## src/lsld_pkg.sv

```systemverilog
// Package: shared types and constants for the limit switch lockout dispatcher.
`timescale 1ns / 1ps
`default_nettype none
package lsld_pkg;

	localparam int SW_IDX_W = 3;
	localparam int MASK_W   = 8;
	localparam int TICK_W   = 16;
	localparam int CFG_A_W  = 8;
	localparam int CFG_D_W  = 16;

	typedef enum logic [1:0] {
		FN_TICK   = 2'd0,
		FN_EVENT  = 2'd1,
		FN_REINIT = 2'd2
	} func_t;

	typedef enum logic [1:0] {
		MODE_OTHER   = 2'd0,
		MODE_HOMING  = 2'd1,
		MODE_PROBING = 2'd2
	} mode_t;

	typedef enum logic [1:0] {
		ACT_NONE     = 2'd0,
		ACT_FEEDHOLD = 2'd1,
		ACT_LIMIT    = 2'd2
	} action_t;

	localparam logic [CFG_A_W-1:0] CFG_NC_POLARITY   = 8'd0;
	localparam logic [CFG_A_W-1:0] CFG_ENABLED_MASK  = 8'd1;
	localparam logic [CFG_A_W-1:0] CFG_LIMIT_MASK    = 8'd2;
	localparam logic [CFG_A_W-1:0] CFG_LOCKOUT_TICKS = 8'd3;

	typedef struct packed {
		logic              nc_polarity;
		logic [MASK_W-1:0] enabled_mask;
		logic [MASK_W-1:0] limit_mask;
		logic [TICK_W-1:0] lockout_ticks;
	} cfg_t;

	typedef struct packed {
		logic [1:0]          func;
		logic [SW_IDX_W-1:0] switch_index;
		logic                raw_level;
		logic [1:0]          cycle_mode;
	} item_t;

	typedef struct packed {
		logic [1:0]          action;
		logic [SW_IDX_W-1:0] action_switch;
		logic [MASK_W-1:0]   hit_flags;
	} res_t;

endpackage
`default_nettype wire

```

## src/lsld_in_if.sv

```systemverilog
// Interface: input item channel (valid/ready plus item fields).
`timescale 1ns / 1ps
`default_nettype none
interface lsld_in_if;
	logic       valid;
	logic       ready;
	logic [1:0] func;
	logic [2:0] switch_index;
	logic       raw_level;
	logic [1:0] cycle_mode;

	modport source (output valid, output func, output switch_index, output raw_level,
		output cycle_mode, input ready);
	modport sink (input valid, input func, input switch_index, input raw_level,
		input cycle_mode, output ready);
endinterface
`default_nettype wire

```

## src/lsld_out_if.sv

```systemverilog
// Interface: result channel (valid/ready plus result fields).
`timescale 1ns / 1ps
`default_nettype none
interface lsld_out_if;
	logic       valid;
	logic       ready;
	logic [1:0] action;
	logic [2:0] action_switch;
	logic [7:0] hit_flags;

	modport source (output valid, output action, output action_switch, output hit_flags,
		input ready);
	modport sink (input valid, input action, input action_switch, input hit_flags,
		output ready);
endinterface
`default_nettype wire

```

## src/lsld_cfg_if.sv

```systemverilog
// Interface: configuration write channel (valid/ready, register address, data).
`timescale 1ns / 1ps
`default_nettype none
interface lsld_cfg_if;
	logic        valid;
	logic        ready;
	logic [7:0]  addr;
	logic [15:0] data;

	modport source (output valid, output addr, output data, input ready);
	modport sink (input valid, input addr, input data, output ready);
endinterface
`default_nettype wire

```

## src/limit_switch_lockout_dispatch.sv

```systemverilog
// Top level: input register, switch core, result register and config port.
//
// channel  dir  beat carries
// evt      in   func, switch_index, raw_level, cycle_mode
// res      out  action, action_switch, hit_flags
// cfg      in   addr (register index), data
//
// One item per cycle sustained unless res stalls.
// The item is registered, then the core updates switch state and loads res.
// res stalls hold the result; evt keeps accepting while the input stage can drain.
// cfg is always ready. Reset (arst_n low) clears all switch state and lockouts.
`timescale 1ns / 1ps
`default_nettype none
module limit_switch_lockout_dispatch #(
	parameter int NUM_SW = 8
) (
	input logic              clk,
	input logic              arst_n,
	lsld_in_if.sink          evt,
	lsld_out_if.source       res,
	lsld_cfg_if.sink         cfg
);
	import lsld_pkg::*;

	item_t item_s1;
	logic  s1_valid_q;
	res_t  res_q;
	logic  out_valid_q;
	res_t  core_res;
	cfg_t  cfg_val;
	logic  adv;

	assign adv       = s1_valid_q && (!out_valid_q || res.ready);
	assign evt.ready = !s1_valid_q || adv;
	assign cfg.ready = 1'b1;

	lsld_cfg_regs u_cfg (
		.clk     (clk),
		.arst_n  (arst_n),
		.wr_en   (cfg.valid),
		.wr_addr (cfg.addr),
		.wr_data (cfg.data),
		.cfg     (cfg_val)
	);

	lsld_core #(.NUM_SW(NUM_SW)) u_core (
		.clk    (clk),
		.arst_n (arst_n),
		.adv    (adv),
		.item   (item_s1),
		.cfg    (cfg_val),
		.res    (core_res)
	);

	always_ff @(posedge clk or negedge arst_n) begin
		if (!arst_n) begin
			s1_valid_q <= 1'b0;
		end else if (evt.valid && evt.ready) begin
			s1_valid_q <= 1'b1;
		end else if (adv) begin
			s1_valid_q <= 1'b0;
		end
	end

	always_ff @(posedge clk) begin
		if (evt.valid && evt.ready) begin
			item_s1.func         <= evt.func;
			item_s1.switch_index <= evt.switch_index;
			item_s1.raw_level    <= evt.raw_level;
			item_s1.cycle_mode   <= evt.cycle_mode;
		end
	end

	always_ff @(posedge clk or negedge arst_n) begin
		if (!arst_n) begin
			out_valid_q <= 1'b0;
		end else if (adv) begin
			out_valid_q <= 1'b1;
		end else if (res.ready) begin
			out_valid_q <= 1'b0;
		end
	end

	always_ff @(posedge clk) begin
		if (adv) begin
			res_q <= core_res;
		end
	end

	assign res.valid         = out_valid_q;
	assign res.action        = res_q.action;
	assign res.action_switch = res_q.action_switch;
	assign res.hit_flags     = res_q.hit_flags;

`ifndef SYNTHESIS
	a_adv_loads: assert property (@(posedge clk) disable iff (!arst_n)
		adv |=> out_valid_q)
		else $error("result register not loaded after advance");

	a_s1_hold: assert property (@(posedge clk) disable iff (!arst_n)
		s1_valid_q && !adv |=> s1_valid_q && $stable(item_s1))
		else $error("input stage lost a stalled item");

	a_none_switch: assert property (@(posedge clk) disable iff (!arst_n)
		out_valid_q && (res_q.action == ACT_NONE) |-> (res_q.action_switch == '0))
		else $error("action_switch set without action");

	a_limit_hit: assert property (@(posedge clk) disable iff (!arst_n)
		out_valid_q && (res_q.action == ACT_LIMIT) |-> res_q.hit_flags[res_q.action_switch])
		else $error("limit asserted on a switch not hit");
`endif
endmodule
`default_nettype wire

```

## src/lsld_cfg_regs.sv

```systemverilog
// Configuration register file: decodes write beats into the four settings.
`timescale 1ns / 1ps
`default_nettype none
module lsld_cfg_regs (
	input  logic                          clk,
	input  logic                          arst_n,
	input  logic                          wr_en,
	input  logic [lsld_pkg::CFG_A_W-1:0]  wr_addr,
	input  logic [lsld_pkg::CFG_D_W-1:0]  wr_data,
	output lsld_pkg::cfg_t                cfg
);
	import lsld_pkg::*;

	cfg_t cfg_q;

	always_ff @(posedge clk or negedge arst_n) begin
		if (!arst_n) begin
			cfg_q.nc_polarity   <= 1'b0;
			cfg_q.enabled_mask  <= 8'hFF;
			cfg_q.limit_mask    <= 8'h00;
			cfg_q.lockout_ticks <= 16'd50;
		end else if (wr_en) begin
			case (wr_addr)
				CFG_NC_POLARITY:   cfg_q.nc_polarity   <= wr_data[0];
				CFG_ENABLED_MASK:  cfg_q.enabled_mask  <= wr_data[MASK_W-1:0];
				CFG_LIMIT_MASK:    cfg_q.limit_mask    <= wr_data[MASK_W-1:0];
				CFG_LOCKOUT_TICKS: cfg_q.lockout_ticks <= wr_data[TICK_W-1:0];
				default: ;
			endcase
		end
	end

	assign cfg = cfg_q;
endmodule
`default_nettype wire

```

## src/lsld_core.sv

```systemverilog
// Switch state, lockout counters and the per-item qualify/dispatch logic.
`timescale 1ns / 1ps
`default_nettype none
module lsld_core #(
	parameter int NUM_SW = 8
) (
	input  logic            clk,
	input  logic            arst_n,
	input  logic            adv,
	input  lsld_pkg::item_t item,
	input  lsld_pkg::cfg_t  cfg,
	output lsld_pkg::res_t  res
);
	import lsld_pkg::*;

	localparam int IDX_W = (NUM_SW > 1) ? $clog2(NUM_SW) : 1;
	localparam int EXT_W = (IDX_W > SW_IDX_W) ? IDX_W : SW_IDX_W;

	logic              hit_q  [NUM_SW];
	logic [TICK_W-1:0] lock_q [NUM_SW];
	logic              hit_nxt  [NUM_SW];
	logic [TICK_W-1:0] lock_nxt [NUM_SW];

	logic [EXT_W-1:0] idx_ext;
	logic [IDX_W-1:0] sel;
	logic             in_rng;
	logic             lvl_hit;
	logic             sw_en;
	logic             sw_lim;
	logic             change;
	logic [1:0]       act;

	assign idx_ext = EXT_W'(item.switch_index);
	assign sel     = idx_ext[IDX_W-1:0];
	assign in_rng  = (32'(item.switch_index) < NUM_SW);
	// normally open (polarity 0) inverts the pin
	assign lvl_hit = item.raw_level ^ ~cfg.nc_polarity;
	assign sw_en   = cfg.enabled_mask[item.switch_index];
	assign sw_lim  = cfg.limit_mask[item.switch_index];
	assign change  = (item.func == FN_EVENT) && in_rng && sw_en &&
		(lock_q[sel] == '0) && (hit_q[sel] != lvl_hit);

	always_comb begin
		act = ACT_NONE;
		if (change) begin
			if (item.cycle_mode == MODE_HOMING) begin
				act = ACT_FEEDHOLD;
			end else if (lvl_hit) begin
				if (item.cycle_mode == MODE_PROBING) begin
					act = ACT_FEEDHOLD;
				end else if (sw_lim) begin
					act = ACT_LIMIT;
				end
			end
		end
	end

	always_comb begin
		for (int i = 0; i < NUM_SW; i++) begin
			hit_nxt[i]  = hit_q[i];
			lock_nxt[i] = lock_q[i];
			if (item.func == FN_TICK) begin
				if (lock_q[i] != '0) begin
					lock_nxt[i] = lock_q[i] - TICK_W'(1);
				end
			end else if (idx_ext == EXT_W'(i)) begin
				if (change) begin
					hit_nxt[i]  = lvl_hit;
					lock_nxt[i] = cfg.lockout_ticks;
				end else if ((item.func == FN_REINIT) && in_rng) begin
					hit_nxt[i]  = sw_en & lvl_hit;
					lock_nxt[i] = '0;
				end
			end
		end
	end

	always_ff @(posedge clk or negedge arst_n) begin
		if (!arst_n) begin
			for (int i = 0; i < NUM_SW; i++) begin
				hit_q[i]  <= 1'b0;
				lock_q[i] <= '0;
			end
		end else if (adv) begin
			for (int i = 0; i < NUM_SW; i++) begin
				hit_q[i]  <= hit_nxt[i];
				lock_q[i] <= lock_nxt[i];
			end
		end
	end

	logic [MASK_W-1:0] flags;

	for (genvar b = 0; b < MASK_W; b++) begin : g_flags
		if (b < NUM_SW) begin : g_on
			assign flags[b] = hit_nxt[b];
		end else begin : g_off
			assign flags[b] = 1'b0;
		end
	end

	assign res.action        = act;
	assign res.action_switch = (act != ACT_NONE) ? item.switch_index : '0;
	assign res.hit_flags     = flags;
endmodule
`default_nettype wire
```

## src/flat_wrapper.sv

```systemverilog
// flat-port wrapper written by rule: the top's interface ports become plain ports
module limit_switch_lockout_dispatch_flat import lsld_pkg::*;
#(
	parameter int NUM_SW = 8
)
  (clk, arst_n, evt_valid, evt_func, evt_switch_index, evt_raw_level, evt_cycle_mode, evt_ready, res_valid, res_action, res_action_switch, res_hit_flags, res_ready, cfg_valid, cfg_addr, cfg_data, cfg_ready);
  lsld_in_if evt_i ();
  lsld_out_if res_i ();
  lsld_cfg_if cfg_i ();
  input logic clk;
  input logic arst_n;
  input wire logic [$bits(evt_i.valid)-1:0] evt_valid;
  input wire logic [$bits(evt_i.func)-1:0] evt_func;
  input wire logic [$bits(evt_i.switch_index)-1:0] evt_switch_index;
  input wire logic [$bits(evt_i.raw_level)-1:0] evt_raw_level;
  input wire logic [$bits(evt_i.cycle_mode)-1:0] evt_cycle_mode;
  output wire logic [$bits(evt_i.ready)-1:0] evt_ready;
  output wire logic [$bits(res_i.valid)-1:0] res_valid;
  output wire logic [$bits(res_i.action)-1:0] res_action;
  output wire logic [$bits(res_i.action_switch)-1:0] res_action_switch;
  output wire logic [$bits(res_i.hit_flags)-1:0] res_hit_flags;
  input wire logic [$bits(res_i.ready)-1:0] res_ready;
  input wire logic [$bits(cfg_i.valid)-1:0] cfg_valid;
  input wire logic [$bits(cfg_i.addr)-1:0] cfg_addr;
  input wire logic [$bits(cfg_i.data)-1:0] cfg_data;
  output wire logic [$bits(cfg_i.ready)-1:0] cfg_ready;
  assign evt_i.valid = evt_valid;
  assign evt_i.func = evt_func;
  assign evt_i.switch_index = evt_switch_index;
  assign evt_i.raw_level = evt_raw_level;
  assign evt_i.cycle_mode = evt_cycle_mode;
  assign evt_ready = evt_i.ready;
  assign res_valid = res_i.valid;
  assign res_action = res_i.action;
  assign res_action_switch = res_i.action_switch;
  assign res_hit_flags = res_i.hit_flags;
  assign res_i.ready = res_ready;
  assign cfg_i.valid = cfg_valid;
  assign cfg_i.addr = cfg_addr;
  assign cfg_i.data = cfg_data;
  assign cfg_ready = cfg_i.ready;
  limit_switch_lockout_dispatch #(.NUM_SW(NUM_SW)) u_core (.clk(clk), .arst_n(arst_n), .evt(evt_i), .res(res_i), .cfg(cfg_i));
endmodule
```

## config.mk

```make
export PLATFORM = sky130hd
export DESIGN_NAME = limit_switch_lockout_dispatch_flat
export DESIGN_NICKNAME = d
export VERILOG_FILES = /design/src/lsld_pkg.sv /design/src/lsld_in_if.sv /design/src/lsld_out_if.sv /design/src/lsld_cfg_if.sv /design/src/limit_switch_lockout_dispatch.sv /design/src/lsld_cfg_regs.sv /design/src/lsld_core.sv /design/src/flat_wrapper.sv
export SDC_FILE = /design/constraint.sdc
export NUM_CORES = 1
export LEC_CHECK = 0
export BUFFER_PORTS_ARGS = -buffer_cell sky130_fd_sc_hd__buf_2
export CORE_ASPECT_RATIO = 0.7
export CORE_MARGIN = 2
export CORE_UTILIZATION = 30
export DETAILED_ROUTE_END_ITERATION = 10
export GPL_ROUTABILITY_DRIVEN = 0
export PLACE_DENSITY = 0.46
export SLEW_MARGIN = 10
export SYNTH_ARGS = -nofsm -noshare
export SYNTH_HDL_FRONTEND = slang
export SYNTH_HIERARCHICAL = 1
export SYNTH_SLANG_ARGS = --single-unit
export TNS_END_PERCENT = 5
```

## constraint.sdc

```tcl
create_clock -name clk -period 4.6 [get_ports clk]
set_input_delay 1.38 -clock clk [delete_from_list [all_inputs] [get_ports clk]]
set_output_delay 1.38 -clock clk [all_outputs]
set_load 0.02 [all_outputs]
```

==> results of run 1 <==
power groups by stage:
stage | Combinational [mW] | Clock [mW] | Sequential (mW)
after floorplan | 2.03 | 0 | 2.46
after global routing | 3.14 | 1.62 | 2.68
final | 2.81 | 1.51 | 2.61
after CTS | 2.77 | 1.56 | 2.60
after global placement | 2.76 | 0 | 2.63
after detailed placement | 2.76 | 0 | 2.62
Yosys cell counts, types with 7 or more instances:
cell	number	area share [%]
mux2_2	24	2.3
a22oi_1	38	2.5
nor3b_1	8	0.52
a21oi_1	118	5.1
clkbuf_1	62	2.0
ha_1	8	0.87
and2_1	8	0.43
dfrtp_1	160	35
or3_1	10	0.54
o2bb2ai_1	17	1.3
nor2_1	96	3.1
edfxtp_1	21	5.5
nand2_1	61	2.0
inv_1	38	1.2
nor2b_1	9	0.49
o21ai_0	140	6.1
o31ai_1	33	2.1
a211oi_1	9	0.58
and3_1	7	0.38
dfstp_2	11	2.5
nor4b_1	7	0.53
nor4_1	39	2.1
o22ai_1	17	0.92
or4_1	9	0.58
a32oi_1	13	0.98
nand3_1	14	0.61
a22o_1	10	0.76
o211ai_1	20	1.3
nor3_1	59	2.6
mux2_4	10	1.3
mux2i_1	17	1.5
o21ai_1	49	2.1
buf_2	30	1.3
layout by cell type (no fill, tap or decap), types with 10 or more instances in the layout:
cell type,n
o2bb2ai_1,17
a32oi_1,13
inv_1,38
a21oi_1,118
buf_4,42
or3_1,10
o211ai_1,20
mux2_2,24
dfstp_2,11
buf_2,50
nand3_1,14
nor3_1,59
o21ai_1,49
o22ai_1,17
clkbuf_16,19
o31ai_1,33
o21ai_0,140
mux2i_1,17
nand2_1,60
a22o_1,10
a22oi_1,38
dfrtp_1,160
mux2_4,10
nor4_1,38
edfxtp_1,21
nor2_1,95
cell families (layout without fill, tap and decap cells):
logic type / after synthesis / count (layout) / share of synthesized area, %
compound gates: 516 / 516 / 28.12
xor+xnor: 2 / 2 / 0.1514
fa+ha+maj: 8 / 8 / 0.8653
buf+inv: 146 / 166 / 5.451
flops: 192 / 192 / 42.56
mux: 57 / 57 / 6.273
other cells: 1 / 1 / 0.03242
simple gates: 358 / 358 / 16.55
final cells by class:
cell class / count / area [µm²] / area share, %
multi-input combinational: 942 / 6043 / 46.78
clock buffer: 20 / 489.2 / 3.787
clock inverter: 12 / 96.34 / 0.7457
inverter: 40 / 150.1 / 1.162
sequential: 192 / 4923 / 38.11
tap: 496 / 620.6 / 4.803
timing repair buffer: 94 / 596.8 / 4.619
metal layers:
metal / wire length, µm / part of all wire, %
met5: 0 / 0
met3: 2854 / 7.1
met1: 20430 / 51
met2: 16220 / 40
met4: 698 / 1.7
flip-flops by register name, summed over array words and instances, names as in the netlist:
name and count:
u_core/item_s1 8, u_core/res.action 2, u_core/res.action_switch 3, u_core/res.hit_flags 8
u_core/res.valid 1, u_core/s1_valid_q 1, u_core/u_cfg/cfg 33, u_core/u_core/hit_q 8
u_core/u_core/lock_q 128
worst min path at each step:
stage                                  start                       end  depth (start not counted)
floorplan           u_core/u_core/lock_q[14]  u_core/u_core/lock_q[14]                          1
global placement        u_core/u_cfg/cfg[21]      u_core/u_cfg/cfg[21]                          1
detailed placement      u_core/u_cfg/cfg[22]      u_core/u_cfg/cfg[22]                          1
CTS                     u_core/u_cfg/cfg[22]      u_core/u_cfg/cfg[22]                          1
global route            u_core/u_cfg/cfg[22]      u_core/u_cfg/cfg[22]                          1
finish                  u_core/u_cfg/cfg[22]      u_core/u_cfg/cfg[22]                          1
critical path: stages, from the launching register on:
cell      delay, ps
dfrtp_1         390
or4_1           600
nor4b_1         710
o221ai_1        300
o32ai_4         200
o211a_4         430
buf_4           500
a22oi_1         180
o21ai_1         180
==> key figures, run 1 <==
CTS
  • CTS tree: built
  • CTS resizes: 0
  • Reg clk slew, reported paths: 70 ps
  • CTS root buf: clkbuf_16
  • Clock sinks: 192
  • Worst-Skew Late Latency: 460 ps
  • Clock tree buffer depth: 2
  • Number of hold buffers added after CTS: 0
  • Post-CTS Setup Bufs: 0
  • Clock buffer count from CTS: 17
  • H-tree depth: 4

Finish
  • Final core occ: 33.81%
  • # fillers: 3960
  • Layout cells sized above 1: 16.54%
  • Layout Cells excl Fill: 1796
  • Post-route cell area: 0.01292 mm²
  • Final Net Count: 1332
  • N_diodes: 0
  • Syn-to-layout area delta: 11.68%

Pwr
  • Sw Share: 43.06%
  • Sequential share of power: 37.7%
  • P_int: 3.952 mW
  • Clock share of power: 21.8%
  • Psw: 2.988 mW
  • Combinational share of power: 40.5%
  • Final Power: 6.940 mW
  • Leakage: 5.054 nW
  • Worst vdd ir: 0.3181 mV
  • Pwr/cell area: 537.1 mW/mm²

GRT
  • Top Usage Layer GRT: met1
  • Met2 global-route usage: 27.60%
  • Met1 GRT Util: 31.21%
  • Global Route met3 Usage: 4.657%
  • GRT Util Overall: 20.24%
  • Vias in the first global route: 9961
  • First-pass GRT wire length: 62260 µm
  • Total congestion overflow: 0
  • Initial antenna violation count: 0
  • Largest net degree at the start of global routing: 72

Routing
  • DRT Pass-1 Iters: 6
  • Initial DRC Count: 1088
  • Antenna Violating Nets Remaining: 0
  • Final WL: 40210 µm
  • DRC: 0
  • DR WL/cell: 22.39 µm
  • Via density: 5.883
  • Via count: 10570

Yosys
  • Mapped cell area: 0.01157 mm²
  • Synth cell types: 87
  • Post-synth EDFFs: 21
  • Synthesized Nets: 1325
  • Syn Area/Cell: 9.038 µm²
  • Flops & latches, synth: 192
  • Post-synth ARST share: 89.06%
  • Sequential-to-total area share from yosys stat: 42.56%
  • Yosys warnings: 6
  • Post-Synthesis Cells: 1280
  • Ys flop type: dfrtp_1

Critical path
  • Reg2Reg Setup Slack: 1030 ps
  • Reg-to-Reg Start: u_core/u_core/lock_q[113]
  • Worst Setup EP: u_core/u_core/lock_q[88]
  • Worst Path Arrival: 3940 ps
  • Crit Path Max Fanout: 40
  • FF-to-FF End: u_core/u_core/lock_q[88]
  • Critical path launch point type: flop
  • R2R cell count: 8
  • CP startpoint: u_core/u_core/lock_q[113]
  • Crit path required time: 4970 ps
  • CP endpoint kind: flop
  • WS Path Type: flop to flop

Outcome
  • Status: finished clean

Timing
  • Final worst setup slack: 1030 ps
  • Hold Vio Cnt, Final: 0
  • Final Critical Period: 3570 ps
  • Setup violators final: 0
  • Final Skew: 17.79 ps
  • Total negative slack: 0 ps
  • Hold WS: 515.2 ps
  • Worst Tran Pin Value: 973.5 ps
  • Final Cycle Share: 77.60%
  • Rel. slew slack: 34.56%
  • RSZ-0062 raised after global routing: false
  • Max Clock Freq: 280.1 MHz
  • Slew Limit Fails: 0

Placed design
  • Detailed Place HPWL: 26300 µm
  • Area post-placement: 0.01233 mm²
  • DP Worst Slack: 1006 ps
  • # placed instances: 1764
  • PortBufs: 51

Min path
  • HP Class: flop to flop

Die
  • I/O Pins: 53
  • Initial Util: 30.28%
  • Die Ht: 168.3 µm
  • Die Area: 0.04017 mm²
  • Die X: 238.7 µm
  • Rows: 60
  • Core Region: 0.03821 mm²

Job
  • Max-cap viol count: 0
(Power assumes the default switching activity.)
==> run 2: changes to the inputs <==
--- a/config.mk
+++ b/config.mk
@@ -5,13 +5,14 @@
 export SDC_FILE = /design/constraint.sdc
 export NUM_CORES = 1
 export LEC_CHECK = 0
+export ABC_AREA = 1
 export BUFFER_PORTS_ARGS = -buffer_cell sky130_fd_sc_hd__buf_2
 export CORE_ASPECT_RATIO = 0.7
 export CORE_MARGIN = 2
 export CORE_UTILIZATION = 30
 export DETAILED_ROUTE_END_ITERATION = 10
 export GPL_ROUTABILITY_DRIVEN = 0
-export PLACE_DENSITY = 0.46
+export PLACE_DENSITY = 0.47
 export SLEW_MARGIN = 10
 export SYNTH_ARGS = -nofsm -noshare
 export SYNTH_HDL_FRONTEND = slang
==> constraint.sdc (replaced) <==
create_clock -name clk -period 3.1 [get_ports clk]
set_input_delay 0.93 -clock clk [delete_from_list [all_inputs] [get_ports clk]]
set_output_delay 0.93 -clock clk [all_outputs]
set_load 0.02 [all_outputs]
==> key figures, run 2 <==
Outcome
  • Status: finished clean

Finish
  • N_diodes: 0
  • # fillers: 4414
  • Post-route cell area: 0.01398 mm²
  • Most common cell after layout, fill and taps aside: nand2_1
  • Layout cells sized above 1: 9.393%
  • Largest register FFs: 128
  • Biggest register: u_core/u_core/lock_q
  • Final Net Count: 1959
  • Syn-to-layout area delta: 13.40%
  • Most frequent cells in the layout: 793 x nand2_1, 183 x nor2_1, 160 x dfrtp_1, 156 x inv_1, 124 x nand3_1

GRT
  • GRT Util Overall: 19.84%
  • First-pass GRT wire length: 65260 µm
  • Total congestion overflow: 0
  • Met1 GRT Util: 30.50%
  • Top Usage Layer GRT: met1
  • Vias in the first global route: 11020
  • Largest net degree at the start of global routing: 81
  • Met2 global-route usage: 28.65%
  • Initial antenna violation count: 0
  • Global Route met3 Usage: 3.220%

Critical path
  • Critical path launch point type: flop
  • Worst Path Arrival: 3270 ps
  • CP max-delay cell: edfxtp_1
  • Critical Path Max Stage Delay: 560 ps
  • FF-to-FF End: u_core/u_core/lock_q[81]
  • Crit Path Max Fanout: 16
  • Cell Chain, Critical Path: nand2_4 -> inv_2 -> o21ai_0 -> nand2_1 -> nor2_1 -> nand3_1 -> nand2_2 -> nand3_4 -> nand2_4 -> nand2_8 -> nor2_4 -> nand2_1 -> nand2_1
  • Reg-to-Reg Start: u_core/item_s1[4]
  • CP endpoint kind: flop
  • Reg2Reg Setup Slack: 230 ps
  • WS Path Type: flop to flop
  • R2R cell count: 13
  • Crit path required time: 3500 ps
  • CP most frequent cell: nand2_1

Yosys
  • Most frequent cell after synthesis: nand2_1
  • Most area-hungry cell type in the Yosys netlist: dfrtp_1
  • Synthesized Nets: 1899
  • Mapped cell area: 0.01233 mm²
  • Ys flop type: dfrtp_1
  • Post-synth EDFFs: 21
  • Yosys warnings: 6
  • Synth top cells by count: 794 x nand2_1, 183 x nor2_1, 160 x dfrtp_1
  • Main area contributors after synthesis: dfrtp_1 32%, nand2_1 24%, nor2_1 5.6%, edfxtp_1 5.1%, nand3_1 5.0%
  • Sequential-to-total area share from yosys stat: 39.93%
  • Yosys top cell area share: 32.47%
  • Syn Area/Cell: 6.650 µm²
  • Post-synth ARST share: 89.06%
  • Post-Synthesis Cells: 1854
  • Flops & latches, synth: 192
  • Synth cell types: 47

Timing
  • Worst Tran Pin Value: 690.4 ps
  • Final Critical Period: 2865 ps
  • Max Clock Freq: 349.0 MHz
  • RSZ-0062 raised after global routing: false
  • Setup violators final: 0
  • Rel. slew slack: 53.92%
  • Total negative slack: 0 ps
  • Final Cycle Share: 92.42%
  • Hold Vio Cnt, Final: 0
  • Final Skew: 15.17 ps
  • Slew Limit Fails: 0

Pwr
  • Leakage: 7.557 nW
  • Pwr/cell area: 927.7 mW/mm²
  • Worst vdd ir: 0.4606 mV

Routing
  • Via count: 12010
  • Via density: 4.859
  • DR WL/cell: 16.71 µm
  • DRT Pass-1 Iters: 8
  • Final WL: 41300 µm
  • DRC: 0
  • Antenna Violating Nets Remaining: 0
  • Initial DRC Count: 1169

CTS
  • Post-CTS Setup Bufs: 0
  • Clock buffer count from CTS: 17
  • Worst-Skew Late Latency: 470 ps
  • H-tree depth: 4
  • Reg clk slew, reported paths: 80 ps
  • Clock tree buffer depth: 2
  • CTS root buf: clkbuf_16
  • CTS tree: built
  • Clock sinks: 192

Die
  • Die X: 246.3 µm
  • Die Area: 0.04276 mm²
  • Initial Util: 30.22%
  • Die Ht: 173.6 µm
  • I/O Pins: 53
  • Rows: 62
  • Core Region: 0.04080 mm²

Min path
  • HP Class: input port to async pin

Placed design
  • Detailed Place HPWL: 28750 µm
  • Area post-placement: 0.01343 mm²
  • PortBufs: 51

Job
  • Max-cap viol count: 0
==> run 2: changes by cell type after synthesis, moves of 24 or more <==
cell      change
nor2_1       +87
o21ai_0      -35
clkbuf_1     -45
nand3_1     +110
o21ai_1      -45
o31ai_1      -29
nand4_1      +27
nand2_1     +733
a21oi_1      -72
nor3_1       -38
a22oi_1      -35
inv_1       +118
mux2_2       -24
nor4_1       -34
==> run 2: final cells by class <==
class	instances	area (µm²)	share of cell area, %
Multi-Input combinational cell	1438	6479	46.34
Sequential cell	192	4923	35.22
Timing Repair Buffer	95	704.4	5.038
Tap cell	544	680.7	4.868
Inverter	170	648.1	4.636
Clock buffer	18	429.2	3.070
Clock inverter	14	116.4	0.8323
==> run 2: stage by stage <==
| stage | hold WS, ps | worst slack, ps | total power [mW] | std cells | utilization (%) |
|---|---|---|---|---|---|
| 2_1_floorplan | 441.8 | 95.61 | 8.968 | 1854 | - |
| 3_5_place_dp | 454.8 | 223.7 | 10.72 | 2439 | 32.92 |
| 6_report | 439.7 | 235.0 | 12.97 | 2471 | 34.26 |
| 5_1_grt | 473.5 | 74.54 | 14.32 | 2471 | 34.26 |
| 4_1_cts | 443.4 | 204.3 | 12.97 | 2471 | 34.26 |
| 3_3_place_gp | 452.1 | 247.2 | 10.72 | 2439 | 32.92 |
==> run 2: cell families (layout without fill, tap and decap cells) <==
| logic type | Yosys count | in the layout | synth area share (%) |
|---|---|---|---|
| compound gates | 194 | 194 | 8.423 |
| xor+xnor | 32 | 32 | 2.273 |
| fa+ha+maj | 8 | 8 | 0.8119 |
| buf+inv | 224 | 297 | 7.672 |
| flops | 192 | 192 | 39.93 |
| other cells | 1 | 1 | 0.03042 |
| simple gates | 1203 | 1203 | 40.86 |
==> run 2: worst max-delay path by stage <==
stage | startpoint | to | slack [ps]
after floorplan | res_ready | u_core/u_core/lock_q[6] | 100
after global placement | u_core/item_s1[4] | u_core/u_core/lock_q[35] | 250
after detailed placement | u_core/item_s1[4] | u_core/u_core/lock_q[42] | 220
after CTS | u_core/item_s1[4] | u_core/u_core/lock_q[44] | 200
after global routing | u_core/item_s1[4] | u_core/u_core/lock_q[84] | 70
final | u_core/item_s1[4] | u_core/u_core/lock_q[81] | 230
==> run 2: critical path: cells and delay by family, from the launching register on <==
family | cells | cell delay (ps)
flip-flops | 1 | 560
AND/OR/NAND/NOR | 11 | 1850
buffers and inverters | 1 | 150
AO/OA/AOI/OAI | 1 | 220
==> run 2: power by group <==
part           switching, mW  internal, mW
Sequential             0.910          3.29
Clock                   1.07          1.10
Combinational           4.31          2.29
Total                   6.29          6.68
==> run 2: metal layers <==
| metal | routed length (µm) | share of wire [%] |
|---|---|---|
| met2 | 17160 | 42 |
| met3 | 2485 | 6.0 |
| met4 | 510 | 1.2 |
| met5 | 0 | 0 |
| met1 | 21140 | 51 |
==> run 2: what timing repair did <==
action                                  in CTS  in global routing
hold buffers                                 0                  0
endpoints found under the setup margin       0                 10
gates resized for setup                      0                  1
==> run 3: changes to the inputs <==
--- a/config.mk
+++ b/config.mk
@@ -5,14 +5,15 @@
 export SDC_FILE = /design/constraint.sdc
 export NUM_CORES = 1
 export LEC_CHECK = 0
-export ABC_AREA = 1
 export BUFFER_PORTS_ARGS = -buffer_cell sky130_fd_sc_hd__buf_2
+export CELL_PAD_IN_SITES_DETAIL_PLACEMENT = 1
+export CELL_PAD_IN_SITES_GLOBAL_PLACEMENT = 1
 export CORE_ASPECT_RATIO = 0.7
 export CORE_MARGIN = 2
-export CORE_UTILIZATION = 30
+export CORE_UTILIZATION = 40
 export DETAILED_ROUTE_END_ITERATION = 10
 export GPL_ROUTABILITY_DRIVEN = 0
-export PLACE_DENSITY = 0.47
+export PLACE_DENSITY = 0.72
 export SLEW_MARGIN = 10
 export SYNTH_ARGS = -nofsm -noshare
 export SYNTH_HDL_FRONTEND = slang
==> key figures, run 3 (synthesis results as in run 1) <==
Min path
  • HP Class: input port to async pin

Finish
  • Post-route cell area: 0.01345 mm²
  • N_diodes: 0
  • Most frequent cells in the layout: 160 x dfrtp_1, 140 x o21ai_0, 117 x a21oi_1, 95 x nor2_1, 88 x buf_4
  • Layout cells sized above 1: 20.57%
  • Most common cell after layout, fill and taps aside: dfrtp_1
  • Final Net Count: 1393
  • Final core occ: 46.89%
  • Biggest register: u_core/u_core/lock_q
  • Syn-to-layout area delta: 16.30%
  • Largest register FFs: 128

Die
  • Core Region: 0.02869 mm²
  • I/O Pins: 53
  • Rows: 52
  • Initial Util: 40.32%
  • Die X: 207.3 µm
  • Die Ht: 146.3 µm
  • Die Area: 0.03032 mm²

Routing
  • Initial DRC Count: 1074
  • Met2 routed WL: 18330 µm
  • Via density: 6.434
  • DRT Pass-1 Iters: 5
  • Routed met3 length: 2890 µm
  • DRC: 0
  • Antenna Violating Nets Remaining: 0
  • Final WL: 42730 µm
  • Via count: 11190
  • Routed met1 length: 20670 µm
  • DR WL/cell: 24.57 µm
  • Top Metal Used: met4

Pwr
  • Leakage: 5.409 nW
  • P_int: 6.240 mW
  • Combinational share of power: 43.5%
  • Final Power: 11.04 mW
  • Psw: 4.803 mW
  • Pwr/cell area: 820.8 mW/mm²
  • Sw Share: 43.49%
  • Worst vdd ir: 0.4209 mV
  • Clock share of power: 21.2%
  • Sequential share of power: 35.3%

Critical path
  • R2R cell count: 10
  • Worst Path Arrival: 3320 ps
  • Critical path launch point type: flop
  • Reg2Reg Setup Slack: 120 ps
  • Crit Path Max Fanout: 24
  • Reg-to-Reg Start: u_core/item_s1[4]
  • CP startpoint: u_core/item_s1[4]
  • Crit path required time: 3440 ps
  • CP max-delay cell: mux4_2
  • CP endpoint kind: flop
  • WS Path Type: flop to flop
  • Cell Chain, Critical Path: buf_4 -> buf_6 -> mux4_2 -> mux2_2 -> o2111ai_1 -> a21oi_2 -> o211a_4 -> buf_12 -> and2_2 -> o32a_1
  • FF-to-FF End: u_core/u_core/lock_q[82]
  • Critical Path Max Stage Delay: 540 ps

GRT
  • Vias in the first global route: 11310
  • First-pass GRT wire length: 66920 µm
  • Largest net degree at the start of global routing: 54
  • Total congestion overflow: 0
  • Initial antenna violation count: 0
  • GRT Util Overall: 28.22%

Timing
  • Final Critical Period: 2981 ps
  • Worst Tran Pin Value: 820.1 ps
  • Slew Limit Fails: 0
  • Final Cycle Share: 96.16%
  • Rel. slew slack: 45.32%
  • Hold Vio Cnt, Final: 0
  • Setup violators final: 0
  • Final Skew: 12.87 ps
  • Final worst setup slack: 118.9 ps
  • Hold WS: 391.6 ps
  • Max Clock Freq: 335.4 MHz

CTS
  • Reg clk slew, reported paths: 80 ps
  • CTS tree: built
  • Worst-Skew Late Latency: 470 ps
  • Clock sinks: 192
  • H-tree depth: 4
  • Clock buffer count from CTS: 17
  • Clock tree buffer depth: 2
  • Number of hold buffers added after CTS: 0
  • CTS root buf: clkbuf_16

Placed design
  • DP Worst Slack: -6.642 ps
  • PortBufs: 51
  • Area post-placement: 0.01279 mm²
  • Detailed Place HPWL: 29160 µm

Outcome
  • Status: finished clean

Job
  • Max-cap viol count: 0
[run 3: changes by cell type in the layout (fill, tap and decap cells not counted), moves of 53 or more]
cell / delta
nand2_1: -733
inv_1: -118
nand3_1: -110
nor2_1: -88
a21oi_1: +72
buf_4: +53
[run 3: area by class of cell]
| cell class | instances | area, µm² |
|---|---|---|
| clock buffers | 17 | 425.4 |
| clock inverters | 15 | 190.2 |
| fillers | 3276 | 15240 |
| inverters | 40 | 150.1 |
| multi-input cells | 942 | 6067 |
| flip-flops and latches | 192 | 4923 |
| well taps | 378 | 473.0 |
| repair buffers | 155 | 1225 |
[run 3: worst max-delay path, delay by kind of cell, from the launching register on]
| kind | cells | cell delay, ps |
|---|---|---|
| AND/OR/NAND/NOR | 1 | 290 |
| buffers and inverters | 3 | 540 |
| flip-flops | 1 | 330 |
| multiplexers | 2 | 870 |
| AO/OA/AOI/OAI | 4 | 810 |
[run 3: worst max path at each step]
stage                     slack [ps]                         to  depth (start not counted)
final                            120   u_core/u_core/lock_q[82]                         10
after global routing             -50   u_core/u_core/lock_q[83]                          9
after CTS                         50    u_core/res.hit_flags[7]                         10
after detailed placement          -7   u_core/u_core/lock_q[82]                          9
after global placement            30  u_core/u_core/lock_q[114]                          9
after floorplan                  240    u_core/u_core/lock_q[5]                          9
[run 3: power by group through the flow]
stage | logic, mW | registers, mW | clock network (mW)
3_3_place_gp | 4.51 | 3.87 | 0
3_5_place_dp | 4.66 | 3.90 | 0
2_1_floorplan | 3.02 | 3.65 | 0
4_1_cts | 4.70 | 3.87 | 2.38
5_1_grt | 5.29 | 3.99 | 2.48
6_report | 4.81 | 3.89 | 2.34
[run 3: routing by layer]
metal,global-route usage [%],up-vias
li1,-,4987
met1,42.29,5732
met2,41.22,403
met3,6.066,67
met4,7.071,0
met5,0,-
[run 3: per-stage QoR]
stage               TNS, ps  std cells
floorplan                 0       1280
global placement          0       1706
detailed placement   -6.642       1706
CTS                       0       1738
global route         -358.5       1739
finish                    0       1739
[run 3: repair_timing]
item                       in CTS  in global routing
setup endpoints to repair       6                147
pin swaps                       0                  2
setup buffers                   0                  1
gates resized for setup         2                  6
